### config.mk
export PLATFORM = sky130hd
export DESIGN_NAME = wab_mul
export DESIGN_NICKNAME = d
export VERILOG_FILES = /design/src/hdl/wab_pkg.sv /design/src/hdl/wab_mul.sv
export SDC_FILE = /design/constraint.sdc
export NUM_CORES = 1
export LEC_CHECK = 0
export BUFFER_PORTS_ARGS = -buffer_cell sky130_fd_sc_hd__buf_2
export CAP_MARGIN = 30
export CORE_UTILIZATION = 35
export CTS_CLUSTER_SIZE = 20
export DETAILED_ROUTE_END_ITERATION = 7
export HOLD_SLACK_MARGIN = 0.08
export PLACE_DENSITY_LB_ADDON = 0.12
export SETUP_SLACK_MARGIN = 0.4
export SLEW_MARGIN = 20
export SYNTH_ARGS = -nofsm -noshare
export SYNTH_HDL_FRONTEND = slang
export SYNTH_SLANG_ARGS = --single-unit
### constraint.sdc
create_clock -name clk_i -period 6.06 [get_ports clk_i]
set_clock_uncertainty 0.1 [all_clocks]
set_input_delay 0.909 -clock clk_i [delete_from_list [all_inputs] [get_ports clk_i]]
set_output_delay 0.909 -clock clk_i [all_outputs]
set_load 0.005 [all_outputs]
### src/hdl/wab_pkg.sv
// ----------------------------------------------------------------------------
// wab_pkg
// shared types and constants of the wrapping alpha blend blitter
// ----------------------------------------------------------------------------
`default_nettype none

package wab_pkg;

  localparam int unsigned MAX_WIDTH  = 128;
  localparam int unsigned MAX_HEIGHT = 128;
  localparam int unsigned DEPTH      = MAX_WIDTH * MAX_HEIGHT;
  localparam int unsigned ADDR_W     = $clog2(DEPTH);
  localparam int unsigned PIX_W      = 32;

  localparam int unsigned COORD_W    = 7;
  localparam int unsigned SIZE_W     = 8;
  localparam int unsigned POS_W      = 16;
  localparam int unsigned SUM_W      = POS_W + 1;
  localparam int unsigned CH_W       = 8;
  localparam int unsigned CFG_IDX_W  = 2;
  localparam int unsigned CFG_DATA_W = 16;

  localparam int unsigned MUL_STEPS  = 7;
  localparam int unsigned K_W        = $clog2(MUL_STEPS + 1);

  localparam logic [CH_W-1:0] COLOR_MAX = 8'd255;

  localparam int unsigned CH_RED   = 0;
  localparam int unsigned CH_GREEN = 1;
  localparam int unsigned CH_BLUE  = 2;
  localparam int unsigned CH_ALPHA = 3;

  typedef logic [3:0][CH_W-1:0] wab_pix_t;

  typedef enum logic [CFG_IDX_W-1:0] {
    CFG_WIDTH    = 2'd0,
    CFG_HEIGHT   = 2'd1,
    CFG_OFFSET_X = 2'd2,
    CFG_OFFSET_Y = 2'd3
  } wab_cfg_e;

  typedef enum logic [1:0] {
    REQ_BLEND = 2'd0,
    REQ_COPY  = 2'd1,
    REQ_READ  = 2'd2
  } wab_req_e;

  typedef enum logic [3:0] {
    ST_CLEAR,
    ST_IDLE,
    ST_START,
    ST_MODX,
    ST_MODY,
    ST_READ,
    ST_LOAD,
    ST_MUL,
    ST_WRITE,
    ST_OUT
  } wab_state_e;

  typedef struct packed {
    logic [1:0]              req_type;
    logic signed [POS_W-1:0] pos_x;
    logic signed [POS_W-1:0] pos_y;
    logic [CH_W-1:0]         src_red;
    logic [CH_W-1:0]         src_green;
    logic [CH_W-1:0]         src_blue;
    logic [CH_W-1:0]         src_alpha;
  } wab_in_t;

  typedef struct packed {
    logic [COORD_W-1:0] wrapped_x;
    logic [COORD_W-1:0] wrapped_y;
    logic [CH_W-1:0]    out_red;
    logic [CH_W-1:0]    out_green;
    logic [CH_W-1:0]    out_blue;
    logic [CH_W-1:0]    out_alpha;
  } wab_out_t;

endpackage

`default_nettype wire

### src/hdl/wab_mul.sv
// ----------------------------------------------------------------------------
// wab_mul
// shared 8x8 multiplier with registered product and exact divide by 255
// ----------------------------------------------------------------------------
`default_nettype none

module wab_mul (
  input  wire logic                      clk_i,
  input  wire logic [wab_pkg::CH_W-1:0]  a_i,
  input  wire logic [wab_pkg::CH_W-1:0]  b_i,
  output logic      [wab_pkg::CH_W-1:0]  quo_o
);
  import wab_pkg::*;

  localparam int unsigned PROD_W = 2 * CH_W;

  logic [PROD_W-1:0] prod_q;
  logic [PROD_W:0]   acc;

  always_ff @(posedge clk_i) begin
    prod_q <= a_i * b_i;
  end

  // floor(p / 255) for p up to 255*255
  assign acc   = (PROD_W+1)'(prod_q) + (PROD_W+1)'(prod_q >> CH_W) + 1'b1;
  assign quo_o = acc[PROD_W-1:CH_W];

endmodule

`default_nettype wire

==> flow_summary.json <==
{
  "synth_nets": 406,
  "antenna_cells": 0,
  "largest_register_ffs": 16,
  "max_cap_viol_count": 0,
  "yosys_warnings": 0,
  "nets": 434,
  "cts_sinks": 16,
  "portBuffers": 24,
  "synth.distinct_cells": 33,
  "clockBufferDepth": 2,
  "area.growth.synth_to_final_pct": 10.7,
  "die_x_um": 90.7,
  "drcViolationCount": 0,
  "fin_tns_setup_ns": 0,
  "hold_path.class": "in -> reg",
  "synth_flop_cell": "dfxtp_1",
  "hold_depth": 2,
  "first_global_vias": 1973,
  "syn_area_sq_um": 2750,
  "drt-vias-per-instance": 4.79,
  "finalCritPeriodShare_pct": 79.1,
  "hold_path.startpoint": "a_i[0]",
  "status": "finished, final reports clean",
  "coreArea_sq_um": 7410,
  "dieArea_sq_um": 8220,
  "io_pins": 25,
  "cp.arrival_ns": 4.86,
  "min_period_ns": 4.79,
  "final_cell_mix": "inv_1, and2_1, ha_1, fa_1, buf_2",
  "rows": 31,
  "ctsHoldBuffers": 0,
  "overflow": 0,
  "synth_seq_cells": 16,
  "cp-end-kind": "flip-flop",
  "ys_async_sr_fraction_pct": 0,
  "largest_register": "prod_q",
  "syn_avg_cell_area_sq_um": 8.88,
  "post_cts_resized": 0,
  "ctsRootBufferMaster": "clkbuf_8",
  "post-cts-setup-buffer-count": 0,
  "seq_area_frac_synth_pct": 11.6,
  "crit_type": "in -> reg",
  "grt_max_degree": 10,
  "drt-initial-drc-count": 38,
  "worstPathRequired_ns": 6.13,
  "ir_drop_uv": 122,
  "globalplace.congestion": 0.772,
  "power_uw": 989,
  "holdPathEnd": "prod_q[0]",
  "path_max_fanout": 8,
  "p_leak_uw": 0.00158,
  "rsz0062_at_grt": "no",
  "drive_above_1_share_pct": 8.61,
  "via_count": 2089,
  "antenna_found_initial": 0,
  "power.density_nw_per_um2": 325,
  "grt_usage_pct": 13.6,
  "routedWlPerCell_um": 12.0,
  "top_regs": "prod_q x16",
  "initial_core_util_pct": 37.2,
  "die_h_um": 90.7,
  "wl_um": 5230,
  "grt_pass1_wl_um": 9220,
  "cts_buffers": 3,
  "worstMarginPinSlew_ns": 0.496,
  "startpoint_type": "input pin",
  "cts_tree": "yes",
  "synthCells": 310,
  "drtPass1Iterations": 4,
  "slew_headroom_pct": 66.7,
  "setup_viol": 0,
  "slew_viol_final": 0,
  "mostFrequentLayoutCell": "inv_1",
  "dp_hpwl_um": 4630,
  "h-tree-depth": 1,
  "ant_nets": 0,
  "clk_transition_reported_paths_ns": 0.06,
  "fmax_mhz": 209,
  "hold_viol_final": 0,
  "synth_edf_count": 0
}
through the flow:
step	area, sq um	cells	setup slack, ns	hold WS, ns	utilization (%)
finish	3050	436	1.27	0.902	41.1
global route	3050	436	1.11	0.925	41.1
CTS	3050	436	1.25	0.922	41.1
detailed placement	2990	432	0.997	1.18	40.4
global placement	2990	432	0.993	1.18	40.4
floorplan	2750	310	1.32	0.931	-
worst max path at each step:
stage,from,end,slack (ns)
after floorplan,b_i[7],prod_q[13],1.32
after global placement,b_i[7],prod_q[12],0.99
after detailed placement,b_i[7],prod_q[13],1.0
after CTS,b_i[7],prod_q[13],1.25
after global routing,b_i[7],prod_q[13],1.11
final,b_i[7],prod_q[13],1.27
cells by family (layout without fill, tap and decap cells):
logic type	Yosys count	in the layout	share of synthesized area (%)
and+or+nand+nor	99	99	19.5
DFF	16	16	11.6
adders and majority gates	79	79	45.7
buffers and inverters	59	86	8.05
xor gates and xnor gates	17	17	5.41
AOI/OAI and AO/OA	40	40	9.64
synthesized netlist by cell type, types with 2 or more instances:
library cell,count,share of area [%]
ha_1,43,20
nand2_1,21,2.9
dfxtp_1,16,12
a21o_1,2,0.55
a2111oi_0,2,0.64
nand3b_1,2,0.55
xnor2_1,8,2.5
a311oi_1,2,0.64
o211ai_1,3,0.82
and2_1,49,11
nor3_1,9,1.6
a21oi_1,12,2.2
fa_1,36,26
nor2_1,10,1.4
xor2_1,9,2.9
o21ai_1,3,0.55
o21ai_0,4,0.73
nand3_1,3,0.55
inv_1,58,7.9
o21a_1,5,1.4
cell type report:
cell class	instances	area (sq um)
fill	788	4360
sequential	16	320
tap	99	124
timing repair buffer	24	120
clock buffer	4	55.1
inverter	58	218
multi-input combinational	235	2210
routing by layer:
layer / global-route usage (%) / share of wire, % / up-vias
li1: - / - / 1048
met1: 20.1 / 49 / 1018
met2: 21.5 / 49 / 21
met3: 1.77 / 1.7 / 2
met4: 2.02 / 0.52 / 0
met5: 0 / 0 / -
worst max-delay path: stages:
cell	delay, ns
buf_2	0.14
and2_1	0.18
fa_1	0.51
fa_1	0.52
fa_1	0.54
inv_1	0.05
fa_1	0.52
inv_1	0.04
ha_1	0.33
o21a_1	0.20
o21a_1	0.19
o21a_1	0.14
or4_1	0.47
o211ai_1	0.10
power by group:
part / total (uW) / leakage [uW] / switching [uW] / internal (uW)
registers: 196 / 0.000134 / 40.2 / 155
logic: 703 / 0.00142 / 378 / 325
clock network: 90.4 / 0.0000288 / 32.9 / 57.5
total: 989 / 0.00158 / 452 / 538
Note: power is estimated with default switching activity, not from simulation.
