**src/hdl/wab_pkg.sv**
```systemverilog
// ----------------------------------------------------------------------------
// wab_pkg
// shared types and constants of the wrapping alpha blend blitter
// ----------------------------------------------------------------------------
`default_nettype none

package wab_pkg;

  localparam int unsigned MAX_WIDTH  = 128;
  localparam int unsigned MAX_HEIGHT = 128;
  localparam int unsigned DEPTH      = MAX_WIDTH * MAX_HEIGHT;
  localparam int unsigned ADDR_W     = $clog2(DEPTH);
  localparam int unsigned PIX_W      = 32;

  localparam int unsigned COORD_W    = 7;
  localparam int unsigned SIZE_W     = 8;
  localparam int unsigned POS_W      = 16;
  localparam int unsigned SUM_W      = POS_W + 1;
  localparam int unsigned CH_W       = 8;
  localparam int unsigned CFG_IDX_W  = 2;
  localparam int unsigned CFG_DATA_W = 16;

  localparam int unsigned MUL_STEPS  = 7;
  localparam int unsigned K_W        = $clog2(MUL_STEPS + 1);

  localparam logic [CH_W-1:0] COLOR_MAX = 8'd255;

  localparam int unsigned CH_RED   = 0;
  localparam int unsigned CH_GREEN = 1;
  localparam int unsigned CH_BLUE  = 2;
  localparam int unsigned CH_ALPHA = 3;

  typedef logic [3:0][CH_W-1:0] wab_pix_t;

  typedef enum logic [CFG_IDX_W-1:0] {
    CFG_WIDTH    = 2'd0,
    CFG_HEIGHT   = 2'd1,
    CFG_OFFSET_X = 2'd2,
    CFG_OFFSET_Y = 2'd3
  } wab_cfg_e;

  typedef enum logic [1:0] {
    REQ_BLEND = 2'd0,
    REQ_COPY  = 2'd1,
    REQ_READ  = 2'd2
  } wab_req_e;

  typedef enum logic [3:0] {
    ST_CLEAR,
    ST_IDLE,
    ST_START,
    ST_MODX,
    ST_MODY,
    ST_READ,
    ST_LOAD,
    ST_MUL,
    ST_WRITE,
    ST_OUT
  } wab_state_e;

  typedef struct packed {
    logic [1:0]              req_type;
    logic signed [POS_W-1:0] pos_x;
    logic signed [POS_W-1:0] pos_y;
    logic [CH_W-1:0]         src_red;
    logic [CH_W-1:0]         src_green;
    logic [CH_W-1:0]         src_blue;
    logic [CH_W-1:0]         src_alpha;
  } wab_in_t;

  typedef struct packed {
    logic [COORD_W-1:0] wrapped_x;
    logic [COORD_W-1:0] wrapped_y;
    logic [CH_W-1:0]    out_red;
    logic [CH_W-1:0]    out_green;
    logic [CH_W-1:0]    out_blue;
    logic [CH_W-1:0]    out_alpha;
  } wab_out_t;

endpackage

`default_nettype wire

```
**src/hdl/wab_fmod.sv**
```systemverilog
// ----------------------------------------------------------------------------
// wab_fmod
// iterative floor modulo of a signed sum by a small unsigned size, two bits
// per cycle
// ----------------------------------------------------------------------------
`default_nettype none

module wab_fmod (
  input  wire logic                              clk_i,
  input  wire logic                              rst_ni,
  input  wire logic                              start_i,
  input  wire logic signed [wab_pkg::SUM_W-1:0]  value_i,
  input  wire logic [wab_pkg::SIZE_W-1:0]        mod_i,
  output logic                                   done_o,
  output logic [wab_pkg::COORD_W-1:0]            res_o
);
  import wab_pkg::*;

  localparam int unsigned MAG_W = SUM_W + 1;
  localparam int unsigned ITER  = MAG_W / 2;
  localparam int unsigned CNT_W = $clog2(ITER);

  logic             busy_q, busy_d;
  logic             done_q, done_d;
  logic [CNT_W-1:0] cnt_q, cnt_d;
  logic [MAG_W-1:0] mag_q;
  logic [COORD_W-1:0] rem_q, rem_d;
  logic [COORD_W-1:0] res_q;
  logic [COORD_W-1:0] fix;
  logic             neg_q;
  logic [SIZE_W-1:0] mod_q;
  logic [SIZE_W-1:0] t1, t2;
  logic [SUM_W-1:0] mag_in;

  assign mag_in = value_i[SUM_W-1] ? SUM_W'(-value_i) : SUM_W'(value_i);

  always_comb begin
    t1 = {rem_q, mag_q[MAG_W-1]};
    if (t1 >= mod_q) begin
      t1 = t1 - mod_q;
    end
    t2 = {t1[COORD_W-1:0], mag_q[MAG_W-2]};
    if (t2 >= mod_q) begin
      t2 = t2 - mod_q;
    end
    rem_d = t2[COORD_W-1:0];
    fix   = (neg_q && (rem_d != '0)) ? COORD_W'(mod_q - {1'b0, rem_d}) : rem_d;
  end

  always_comb begin
    busy_d = busy_q;
    cnt_d  = cnt_q;
    done_d = 1'b0;
    if (start_i) begin
      busy_d = 1'b1;
      cnt_d  = '0;
    end else if (busy_q) begin
      cnt_d = cnt_q + 1'b1;
      if (cnt_q == CNT_W'(ITER - 1)) begin
        busy_d = 1'b0;
        done_d = 1'b1;
      end
    end
  end

  always_ff @(posedge clk_i or negedge rst_ni) begin
    if (!rst_ni) begin
      busy_q <= 1'b0;
      done_q <= 1'b0;
      cnt_q  <= '0;
    end else begin
      busy_q <= busy_d;
      done_q <= done_d;
      cnt_q  <= cnt_d;
    end
  end

  always_ff @(posedge clk_i) begin
    if (start_i) begin
      mag_q <= {1'b0, mag_in};
      rem_q <= '0;
      neg_q <= value_i[SUM_W-1];
      mod_q <= mod_i;
    end else if (busy_q) begin
      mag_q <= {mag_q[MAG_W-3:0], 2'b00};
      rem_q <= rem_d;
      if (cnt_q == CNT_W'(ITER - 1)) begin
        res_q <= fix;
      end
    end
  end

  assign done_o = done_q;
  assign res_o  = res_q;

endmodule

`default_nettype wire

```
**config.mk**
```make
export PLATFORM = sky130hd
export DESIGN_NAME = wab_fmod
export DESIGN_NICKNAME = d
export VERILOG_FILES = /design/src/hdl/wab_pkg.sv /design/src/hdl/wab_fmod.sv
export SDC_FILE = /design/constraint.sdc
export NUM_CORES = 1
export LEC_CHECK = 0
export ABC_AREA = 1
export BUFFER_PORTS_ARGS = -buffer_cell sky130_fd_sc_hd__buf_2
export CORE_UTILIZATION = 50
export DETAILED_ROUTE_END_ITERATION = 10
export HOLD_SLACK_MARGIN = 0.02
export PLACE_DENSITY = 0.75
export SYNTH_ARGS = -nofsm -noshare
export SYNTH_HDL_FRONTEND = slang
export SYNTH_SLANG_ARGS = --single-unit
```
**constraint.sdc**
```tcl
create_clock -name clk_i -period 8.2 [get_ports clk_i]
set_input_delay 0.82 -clock clk_i [delete_from_list [all_inputs] [get_ports clk_i]]
set_output_delay 0.82 -clock clk_i [all_outputs]
set_load 0.01 [all_outputs]
```
==> run metrics, run 1 <==
status=complete, but fails checks; failing checks=DRC; Clk pwr share=11.1%; CP Launch Type=flop; setup_tns=0 ns; Critical Path RT=a little over 8 ns; Tmin final=between 4 and 5 ns; total wire length=7.37 mm; number of global-route vias before repair=about 2,800; layout cells sized above 1=15.5%; nets@finish=515; Arr. time, crit path=4.50 ns; clock-pin slew on the worst setup and hold paths=roughly 0.09 ns; clk sinks=47; Resize count post-CTS=0; Internal Power=between 0.0006 and 0.0007 W; max-cap viol count=0; peak supply drop=between 100 and 150 µV; Top delay family on crit path=simple AND/OR/NAND/NOR gates; final hold vios=0; Post-DP HPWL=5.85 mm; reg-to-reg slack, setup=3.76 ns; FILL cells=598; Routed wire per std cell=~14 µm; Slowest cell on crit path=edfxtp_1; worst reg-to-reg path cell count=26; Port-buffer cells=35; critical path class=flop to flop; Unique masters post-synth=38; LEAKAGE=approximately 1.8 nW; Gate power share=~63%; largest net degree at the start of global routing=44; switching share of total power=48.6%; Post-Syn Instances=between 400 and 500; DR vias/cell=5.47; class of the worst hold path=primary input to asynchronous set/reset pin; Iter 0 DRT Violations=~210; slew of the pin with the lowest slew margin=0.878 ns; # setup viols final=0; # Post-CTS Setup Buffers=0; top-area cell type share of the netlist area=29.3%; clk buf depth=2; antenna violations before repair=0; Clock H-tree levels=2; Sequential cell area=1300 µm²; final std cell area, no fill=3680 µm²; pre-CTS setup slack=~3.9 ns; register area share after synthesis=38.5%; Core Area=6460 µm²; fin worst setup slack=3.76 ns; Slew HR=41.3%; post-synth top area cell=edfxtp_1; CTS tree=yes; n_diodes=0; synthesized area=3380 µm²; Crit path buffers/inverters=5; YS warnings=0; Flop pwr share=25.8%; r2r endpoint=res_o[6]; CTS root buffer=clkbuf_8; Tcrit/Tclk final=54.2%; CP most frequent cell=nand2_1; Max Clock Skew=0.00861 ns; drt pass-1 iters=8; Net Switching=~0.00060 W; Post-Syn Nets=483; first-pass GRT wire length=about 12 mm; ys async rst share=around an eighth; f_max=225 MHz; clk_lat worst skew=0.30 ns; dpl cell area=between 3000 and 4000 µm²; I/O pins=36; Initial Util=a little over half; P&R area growth vs syn=8.73%; DR vias=2,957; Die Wd=about 84 µm; number of flops mapped to enable cells by yosys=33; Post-Synthesis Mean Instance Area=7.85 µm²; RSZ-0062 raised after global routing=false; worst r2r src=mod_q[0]; CP max stage delay=about 0.44 ns; ys flop type=edfxtp_1; PwrDens=337 nW/µm²; die height=84.3 µm; multi-input logic area=between 1500 and 2000 µm²; GRT Util Overall=22.0%; top area cells in the synthesized netlist=edfxtp_1, nand2_1, ha_1, nand3_1, inv_1; max-slew violations=0; die footprint=between 7000 and 8000 µm²; gr ovfl total=0; TritonCTS Buffers=5; Critical Path Sink Type=flop; post-cts hold buffer count=0; Worst Path Max Fanout=11; global placement routability congestion=1.05; antenna viol nets, final=0; DRC viols=7; Placement Rows=29; flops & latches, synth=between 40 and 50; Finished Core Util=57.0%
cell families (layout without fill, tap and decap cells):
logic type	count (synthesis)	in the layout	synth area share [%]
AO/OA/AOI/OAI	61	61	10.6
adder cells (fa/ha/maj)	24	24	9.32
buffers and inverters	63	96	7.69
flip-flops	47	47	38.5
AND/OR/NAND/NOR	214	214	28.2
XOR/XNOR	22	22	5.70
cells in the final DEF, fill, tap and decap left out, types with 3 or more instances in the layout:
master / Yosys / layout
clkbuf_8: 0 / 5
nor2_1: 17 / 17
inv_1: 50 / 50
xnor2_1: 9 / 9
xor2_1: 13 / 13
nand2_1: 121 / 121
nand2_2: 8 / 8
buf_2: 1 / 35
nor2_2: 5 / 5
nand3_2: 3 / 3
a31oi_1: 3 / 3
a21oi_1: 13 / 13
or2_2: 3 / 3
nor3_1: 4 / 4
ha_1: 22 / 22
inv_2: 3 / 3
nand4_1: 3 / 3
dfrtp_1: 6 / 6
o21ai_2: 5 / 5
o21ai_0: 30 / 30
nand3_1: 43 / 43
edfxtp_1: 33 / 33
dfxtp_1: 8 / 8
metrics by stage:
stage	instances	hold slack, ns	power (W)
2_1_floorplan	431	0.434	0.000950
3_3_place_gp	533	0.459	0.00108
3_5_place_dp	533	0.472	0.00110
4_1_cts	541	0.322	0.00124
5_1_grt	541	0.314	0.00136
6_report	541	0.320	0.00124
cell usage after synthesis (3+ instances only):
| library cell | n |
|---|---|
| nand2_1 | 121 |
| inv_1 | 50 |
| nand3_1 | 43 |
| edfxtp_1 | 33 |
| o21ai_0 | 30 |
| ha_1 | 22 |
| nor2_1 | 17 |
| a21oi_1 | 13 |
| xor2_1 | 13 |
| xnor2_1 | 9 |
| dfxtp_1 | 8 |
| nand2_2 | 8 |
| clkbuf_1 | 6 |
| dfrtp_1 | 6 |
| nor2_2 | 5 |
| o21ai_2 | 5 |
| nor3_1 | 4 |
| a31oi_1 | 3 |
| buf_6 | 3 |
| inv_2 | 3 |
| nand3_2 | 3 |
| nand4_1 | 3 |
| or2_2 | 3 |
final cells by class:
class	count	area share, %
Multi-Input combinational cell	321	49.5
Sequential cell	47	35.4
Inverter	53	5.41
Timing Repair Buffer	35	4.76
Tap cell	77	2.62
Clock buffer	6	1.97
Clock inverter	2	0.340
worst max-delay path by stage:
stage	start	to	slack, ns	depth (start not counted)
after floorplan	mod_q[0]	res_o[6]	4.59	27
after global placement	mod_q[0]	res_o[6]	4.02	26
after detailed placement	mod_q[0]	res_o[6]	3.85	26
after CTS	mod_q[0]	res_o[6]	3.82	26
after global routing	mod_q[0]	res_o[6]	3.37	27
final	mod_q[0]	res_o[6]	3.76	26
per-layer routing:
metal	global-route usage, %	wire length (µm)
met1	29.2	3370
met2	36.0	3310
met3	3.64	476
met4	8.78	211
met5	0	0
state kept, by name (all words and copies together) (netlist names):
signal and count:
neg_q 1, res_o 7, done_o 1, busy_q 1, mag_q 18, cnt_q 4
rem_q 7, mod_q 8
power groups by stage:
stage          registers [W]  logic, W  clock network [W]
6_report            0.000321  0.000783           0.000137
5_1_grt             0.000322  0.000889           0.000149
4_1_cts             0.000319  0.000776           0.000140
3_5_place_dp        0.000325  0.000772                  0
3_3_place_gp        0.000324  0.000756                  0
2_1_floorplan       0.000316  0.000634                  0
No activity file was read; power rests on OpenSTA's default activity.
==> run 2: changes to the inputs <==
--- a/config.mk
+++ b/config.mk
@@ -5,12 +5,12 @@
 export SDC_FILE = /design/constraint.sdc
 export NUM_CORES = 1
 export LEC_CHECK = 0
-export ABC_AREA = 1
+export ABC_AREA = 0
 export BUFFER_PORTS_ARGS = -buffer_cell sky130_fd_sc_hd__buf_2
 export CORE_UTILIZATION = 50
 export DETAILED_ROUTE_END_ITERATION = 10
 export HOLD_SLACK_MARGIN = 0.02
-export PLACE_DENSITY = 0.75
+export PLACE_DENSITY = 0.78
 export SYNTH_ARGS = -nofsm -noshare
 export SYNTH_HDL_FRONTEND = slang
 export SYNTH_SLANG_ARGS = --single-unit
==> constraint.sdc (replaced) <==
create_clock -name clk_i -period 3.6 [get_ports clk_i]
set_input_delay 0.36 -clock clk_i [delete_from_list [all_inputs] [get_ports clk_i]]
set_output_delay 0.36 -clock clk_i [all_outputs]
set_load 0.01 [all_outputs]
==> run 2 against run 1 <==
Against the previous run:
- the flow finishes with violations (setup timing)
- routed wire length increased by 46%
- clock skew increased by 0.0049 ns
- core utilization increased by 22 points
- register-to-register slack got worse by 5.0 ns
- synthesized cell count decreased by 25%
- highest routed layer unchanged
==> run metrics, run 2 <==
r2r endpoint=res_o[6]; peak supply drop=746 µV (+550%); ys async rst share=12.8% (unchanged); synthesized area=3200 µm² (-5.5%); number of flops mapped to enable cells by yosys=33 (unchanged); f_max=206 MHz (-8.4%); Critical Path Source=mod_q[0]; clk buf depth=2 (unchanged); I/O pins=36 (unchanged); CTS tree=yes; register area share after synthesis=40.7% (+2.2 points); final hold vios=0 (unchanged); reg-to-reg slack, setup=-1.25 ns (-5.01 ns); max-slew violations=0 (unchanged); clk_lat worst skew=0.31 ns (about the same); P&R area growth vs syn=49.2%; GRT Util Overall=30.6% (+8.6 points); layout cells sized above 1=48.1% (+33 points); nets@finish=513 (-0.39%); Tmin final=4.85 ns (+0.408 ns); failing checks=setup timing; commonest non-fill, non-tap cell in the layout=buf_4; die footprint=6720 µm² (-5.4%); ys flop type=edfxtp_1; Core Area=6060 µm² (-6.2%); Iter 0 DRT Violations=245 (+14%); PwrDens=952 nW/µm² (+180%); LEAKAGE=2.11 nW (+17%); n_diodes=0 (unchanged); Initial Util=52.8% (+0.38 points); Post-Syn Nets=376 (-22%); Critical Path RT=3.76 ns (-4.50 ns); Power, Total=0.00454 W (+270%); clk sinks=47 (unchanged); slew of the pin with the lowest slew margin=0.919 ns (+0.0410 ns); antenna violations before repair=0 (unchanged); antenna viol nets, final=0 (unchanged); critical path class=flop to flop; worst r2r src=mod_q[0]; status=complete, but fails checks; global placement routability congestion=0.871 (-17%); CTS root buffer=clkbuf_8; Clock H-tree levels=2 (unchanged); pre-CTS setup slack=-1.07 ns (-4.92 ns); CP Launch Type=flop; CP endpoint=res_o[6]; total wire length=10.7 mm (+46%); DR vias=3,145 (+6.4%); clock-pin slew on the worst setup and hold paths=0.10 ns (about the same); Routed wire per std cell=20.0 µm (+47%); Max Clock Skew=0.0135 ns (+0.00492 ns); Hold Slack=0.221 ns (-0.0989 ns); Slew HR=38.7% (-2.6 points); Unique masters post-synth=53 (+39%); Slowest cell on crit path=edfxtp_1; die height=82.0 µm (-2.7%); drt pass-1 iters=5 (-3); flops & latches, synth=47 (unchanged); largest net degree at the start of global routing=38 (-14%); post-synth top area cell=edfxtp_1; Post-Syn Instances=324 (-25%); Critical Path Sink Type=flop; # setup viols final=13 (+13); worst reg-to-reg path cell count=23 (-12%); max reg flops=18 (unchanged); top-area cell type share of the netlist area=31.0% (+1.7 points); Post-DP HPWL=6.12 mm (+4.6%); Placement Rows=28 (-3.4%); commonest non-fill, non-tap cells in the layout=buf_4, buf_2, edfxtp_1; first-pass GRT wire length=15.0 mm (+20%); top area cells in the synthesized netlist=edfxtp_1, ha_1, xor2_1, dfxtp_1, dfrtp_1; worst path cell trace=ha_2, inv_2, fa_2, nand3_4, buf_4, nand2_1, a21o_1, a21oi_1, xor2_1, o21ai_0, ha_1, buf_4, o2111a_1, o21ai_2, o21a_1, xnor2_2, ha_2, a221oi_4, o21ai_2, maj3_2, maj3_2, a21boi_4, nor3_2; max-cap viol count=0 (unchanged); register with the most flip-flops=mag_q; biggest regs=mag_q x18, mod_q x8; CP max stage delay=0.40 ns (-0.04 ns); final std cell area, no fill=4770 µm² (+30%); TritonCTS Buffers=5 (unchanged); Post-Synthesis Mean Instance Area=9.87 µm² (+26%); gr ovfl total=0 (unchanged); fin worst setup slack=-1.25 ns (-5.01 ns); Die Wd=82.0 µm (-2.7%); Worst Path Max Fanout=3 (-8); Port-buffer cells=35 (unchanged); DRC viols=0 (-7); dpl cell area=4090 µm² (+14%); setup_tns=-8.63 ns (-8.63 ns); class of the worst hold path=primary input to flop; most instantiated cells after synthesis=edfxtp_1, nor2_1, nand2_1, ha_1, inv_1; RSZ-0062 raised after global routing=true; Tcrit/Tclk final=135% (+81 points); Arr. time, crit path=5.01 ns (+0.51 ns); DR vias/cell=5.86 (+7.2%); YS warnings=0 (unchanged); number of global-route vias before repair=3,094 (+11%)
run 2: timing repair:
action | CTS | global route
hold buffers | 1 | 0
cloned | 1 | 0
setup endpoints to repair | 11 | 13
pin swaps | 34 | 24
setup buffers | 23 | 9
gates resized for setup | 41 | 29
hold endpoints to repair | 6 | 0
run 2: through the flow:
step | instances | util (%)
after floorplan | 324 | -
after global placement | 500 | 67.4
after detailed placement | 500 | 67.4
after CTS | 530 | 75.7
after global routing | 537 | 78.7
final | 537 | 78.7
run 2: layout make-up:
type | count | area, µm²
Sequential cell | 47 | 1300
Timing Repair Buffer | 140 | 1050
Tap cell | 75 | 93.8
Inverter | 22 | 85.1
Clock inverter | 3 | 26.3
Multi-Input combinational cell | 245 | 2140
Clock buffer | 5 | 68.8
Fill cell | 361 | 1290
run 2: worst min path at each step:
stage | slack (ns) | end | start | cells after the start
after floorplan | 0.06 | busy_q | rst_ni | 0
after global placement | 0.19 | cnt_q[0] | rst_ni | 1
after detailed placement | 0.19 | cnt_q[0] | rst_ni | 1
after CTS | 0.22 | mod_q[2] | mod_i[2] | 1
after global routing | 0.22 | mod_q[7] | mod_i[7] | 1
final | 0.22 | mod_q[2] | mod_i[2] | 1
run 2: report_power, final:
group          total, W  internal, W  switching [W]
combinational   0.00344      0.00183        0.00161
sequential     0.000761     0.000703      0.0000580
clock          0.000343     0.000143       0.000200
run 2: cells by family after synthesis:
family | count (synthesis) | share of synthesized area [%]
AOI/OAI and AO/OA | 72 | 15.4
xor gates and xnor gates | 33 | 9.04
adders and majority gates | 28 | 11.2
buffers and inverters | 32 | 3.80
DFF | 47 | 40.7
muxes | 16 | 5.44
and+or+nand+nor | 96 | 14.5
run 2: layer usage:
metal	GRT usage (%)	vias up	wire length, µm
met5	0	-	0
met4	16.8	0	514
met3	5.67	49	531
met2	53.1	146	5580
met1	35.2	1512	4100
li1	-	1438	-
run 2: worst max-delay path, delay by kind of cell, from the launching register on:
kind	cells	cell delay, ns
simple gates	3	0.31
xor+xnor	2	0.36
fa+ha+maj	6	1.82
compound gates	9	1.47
flops	1	0.40
buf+inv	3	0.33
==> run 3: changes to the inputs <==
--- a/config.mk
+++ b/config.mk
@@ -7,10 +7,11 @@
 export LEC_CHECK = 0
 export ABC_AREA = 0
 export BUFFER_PORTS_ARGS = -buffer_cell sky130_fd_sc_hd__buf_2
-export CORE_UTILIZATION = 50
+export CORE_UTILIZATION = 55
+export CTS_BUF_LIST = sky130_fd_sc_hd__clkbuf_4
 export DETAILED_ROUTE_END_ITERATION = 10
 export HOLD_SLACK_MARGIN = 0.02
-export PLACE_DENSITY = 0.78
+export PLACE_DENSITY = 0.84
 export SYNTH_ARGS = -nofsm -noshare
 export SYNTH_HDL_FRONTEND = slang
 export SYNTH_SLANG_ARGS = --single-unit
==> run 3 against run 2 <==
Against the previous run:
- the run still ends with setup timing left
- first-iteration DRC count shrank 20%
- sequential power shrank 2%
- via count shrank 5.0%
- power shrank 10%
- design area shrank 5.4%
- setup slack gained 0.15 ns
- worst hold slack lost 0.081 ns
- non-clock buffer count shrank 23
- sequential share of layout area grew 1.6 points
- core utilization grew 2.7 points
- die area shrank 8.9%
- largest cell class unchanged
- highest routed layer unchanged
==> run metrics, run 3 (synthesis results as in run 2) <==
max reg flops=18 (unchanged); TritonCTS Buffers=5 (unchanged); clock-pin slew on the worst setup and hold paths=0.15 ns (+0.05 ns); switching share of total power=41.4% (+0.33 points); status=complete, but fails checks; final std cells w/o fill=511 (-4.8%); DR vias/cell=5.85 (-0.12%); max-cap viol count=0 (unchanged); Die Wd=78.3 µm (-4.5%); antenna violations before repair=0 (unchanged); GRT Util Overall=29.3% (-1.3 points); CP max stage delay=0.44 ns (+0.04 ns); RSZ-0062 raised after global routing=true; die height=78.3 µm (-4.5%); # setup viols final=11 (-2); clk sinks=47 (unchanged); failing checks=setup timing; r2r endpoint=res_o[6]; commonest non-fill, non-tap cells in the layout=buf_4, buf_2, edfxtp_1; worst r2r src=mod_q[0]; Worst Path Max Fanout=10 (+7); critical path class=flop to flop; commonest non-fill, non-tap cell in the layout=buf_4; Crit path buffers/inverters=2 (-1); I/O pins=36 (unchanged); Net Switching=0.00169 W (-9.3%); Slowest cell on crit path=edfxtp_1; final std cell area, no fill=4510 µm² (-5.4%); pre-CTS setup slack=-0.972 ns (+0.0938 ns); P&R area growth vs syn=41.1%; register with the most flip-flops=mag_q; Placement Rows=27 (-3.6%); Tcrit/Tclk final=131% (-4.2 points); setup_tns=-6.13 ns (+2.49 ns); CTS root buffer=clkbuf_4; dpl cell area=4050 µm² (-0.89%); LEAKAGE=1.96 nW (-6.7%); slew of the pin with the lowest slew margin=0.821 ns (-0.0981 ns); Hold Crit Start=mod_i[2]; Tmin final=4.70 ns (-0.151 ns); gr ovfl total=0 (unchanged); biggest regs=mag_q x18, mod_q x8; worst reg-to-reg path cell count=23 (unchanged); CP Launch Type=flop; Flop pwr share=18.2% (+1.4 points); f_max=213 MHz (+3.2%); die footprint=6120 µm² (-8.9%); drt pass-1 iters=7 (+2); fin worst setup slack=-1.10 ns (+0.151 ns); largest net degree at the start of global routing=35 (-7.9%); CP most frequent cell=ha_2; antenna viol nets, final=0 (unchanged); Inst Count DP=491 (-1.8%); Clk pwr share=9.6% (+2.0 points); Port-buffer cells=35 (unchanged); peak supply drop=649 µV (-13%); Clock H-tree levels=2 (unchanged); Critical Path Sink Type=flop; global placement routability congestion=0.962 (+10%); Slew HR=45.3% (+6.5 points); Core Area=5540 µm² (-8.6%); final hold vios=0 (unchanged); max-slew violations=0 (unchanged); number of global-route vias before repair=2,888 (-6.7%); CTS tree=yes; Arr. time, crit path=4.94 ns (-0.07 ns); worst path cell trace=ha_2, inv_2, fa_2, nand3_4, a31oi_4, nor2_4, buf_12, a211oi_2, a21o_1, ha_2, o21ai_1, nand2b_1, o2111a_2, o21ai_2, o21a_1, xnor2_1, ha_2, a221oi_4, o21ai_2, maj3_2, maj3_2, a21boi_2, nor3_2; nets@finish=490 (-4.5%); class of the worst hold path=primary input to flop; Gate power share=72.1% (-3.6 points); Iter 0 DRT Violations=197 (-20%); total wire length=9.63 mm (-10%); Max Clock Skew=0.0235 ns (+0.00999 ns); DR vias=2,989 (-5.0%); Top delay family on crit path=compound AO/OA/AOI/OAI gates; Worst Hold End=mod_q[2]; Post-DP HPWL=5.93 mm (-3.1%); DRC viols=0 (unchanged); Critical Path RT=3.84 ns (+0.08 ns); PwrDens=905 nW/µm² (-4.9%); clk_lat worst skew=0.38 ns (+0.07 ns); Initial Util=57.7% (+5.0 points); first-pass GRT wire length=13.5 mm (-9.7%); layout cells sized above 1=43.3% (-4.8 points); reg-to-reg slack, setup=-1.10 ns (+0.15 ns); n_diodes=0 (unchanged); Routed wire per std cell=18.8 µm (-5.7%); Internal Power=0.00239 W (-11%); clk buf depth=2 (unchanged); hold path cells=1 (unchanged)
==> run 3: cell types whose count changed in the layout (fill, tap and decap cells not counted), moves of 3 or more <==
cell	delta
o21ai_1	+3
ha_4	-4
xnor2_1	+3
buf_6	-5
buf_4	-16
clkbuf_4	+5
a21oi_2	-3
clkbuf_8	-5
o21ai_2	-3
xnor2_2	-3
==> run 3: layout make-up <==
type	count	area (µm²)
Clock inverter	3	66.3
Fill cell	307	1030
Clock buffer	5	37.5
Tap cell	72	90.1
Timing Repair Buffer	117	832
Multi-Input combinational cell	245	2100
Inverter	22	82.6
Sequential cell	47	1300
==> run 3: how the worst max path moves through the flow <==
| stage | slack, ns | cells after the start | from | end |
|---|---|---|---|---|
| 6_report | -1.10 | 23 | mod_q[0] | res_o[6] |
| 5_1_grt | -1.28 | 22 | mod_q[0] | res_o[6] |
| 4_1_cts | -0.84 | 21 | mod_q[0] | res_o[6] |
| 3_5_place_dp | -0.97 | 22 | mag_q[17] | res_o[6] |
| 3_3_place_gp | -0.82 | 22 | mag_q[17] | res_o[6] |
| 2_1_floorplan | -0.86 | 21 | mod_q[0] | res_o[6] |
==> run 3: what timing repair did <==
| item | CTS | global route |
|---|---|---|
| gates resized for setup | 21 | 35 |
| pin swaps | 19 | 19 |
| hold buffers | 1 | 0 |
| gates cloned | 0 | 0 |
| setup buffers | 9 | 4 |
| endpoints found under the hold margin | 6 | 0 |
| setup endpoints to repair | 10 | 14 |
==> run 3: worst reg2reg max path, cell delays in order (launching register included) <==
cell and delay, ns:
edfxtp_1 0.44, ha_2 0.22, inv_2 0.05, fa_2 0.22
nand3_4 0.09, a31oi_4 0.20, nor2_4 0.07, buf_12 0.16
a211oi_2 0.18, a21o_1 0.17, ha_2 0.29, o21ai_1 0.12
nand2b_1 0.18, o2111a_2 0.22, o21ai_2 0.22, o21a_1 0.21
xnor2_1 0.09, ha_2 0.19, a221oi_4 0.23, o21ai_2 0.09
maj3_2 0.34, maj3_2 0.32, a21boi_2 0.17, nor3_2 0.11
==> run 3: stage by stage <==
stage	hold WS [ns]	util (%)	power, W
after floorplan	0.0644	-	0.00214
after global placement	0.188	73.1	0.00295
after detailed placement	0.190	73.1	0.00304
after CTS	0.134	78.1	0.00363
after global routing	0.125	81.5	0.00430
final	0.140	81.5	0.00408
==> run 3: layer usage <==
layer  routed length (µm)  vias to the layer above  global-route usage, %  part of all wire (%)
li1                     -                     1394                      -                     -
met1                 3420                     1413                   32.6                    36
met2                 4900                      131                   52.7                    51
met3                  648                       51                   5.47                   6.7
met4                  651                        0                   15.7                   6.8
met5                    0                        -                      0                     0
==> run 3: power by group through the flow <==
| stage | Combinational (W) | Clock, W | Sequential [W] |
|---|---|---|---|
| global placement | 0.00220 | 0 | 0.000747 |
| CTS | 0.00249 | 0.000397 | 0.000743 |
| global route | 0.00313 | 0.000415 | 0.000751 |
| detailed placement | 0.00229 | 0 | 0.000749 |
| finish | 0.00295 | 0.000394 | 0.000745 |
| floorplan | 0.00139 | 0 | 0.000749 |
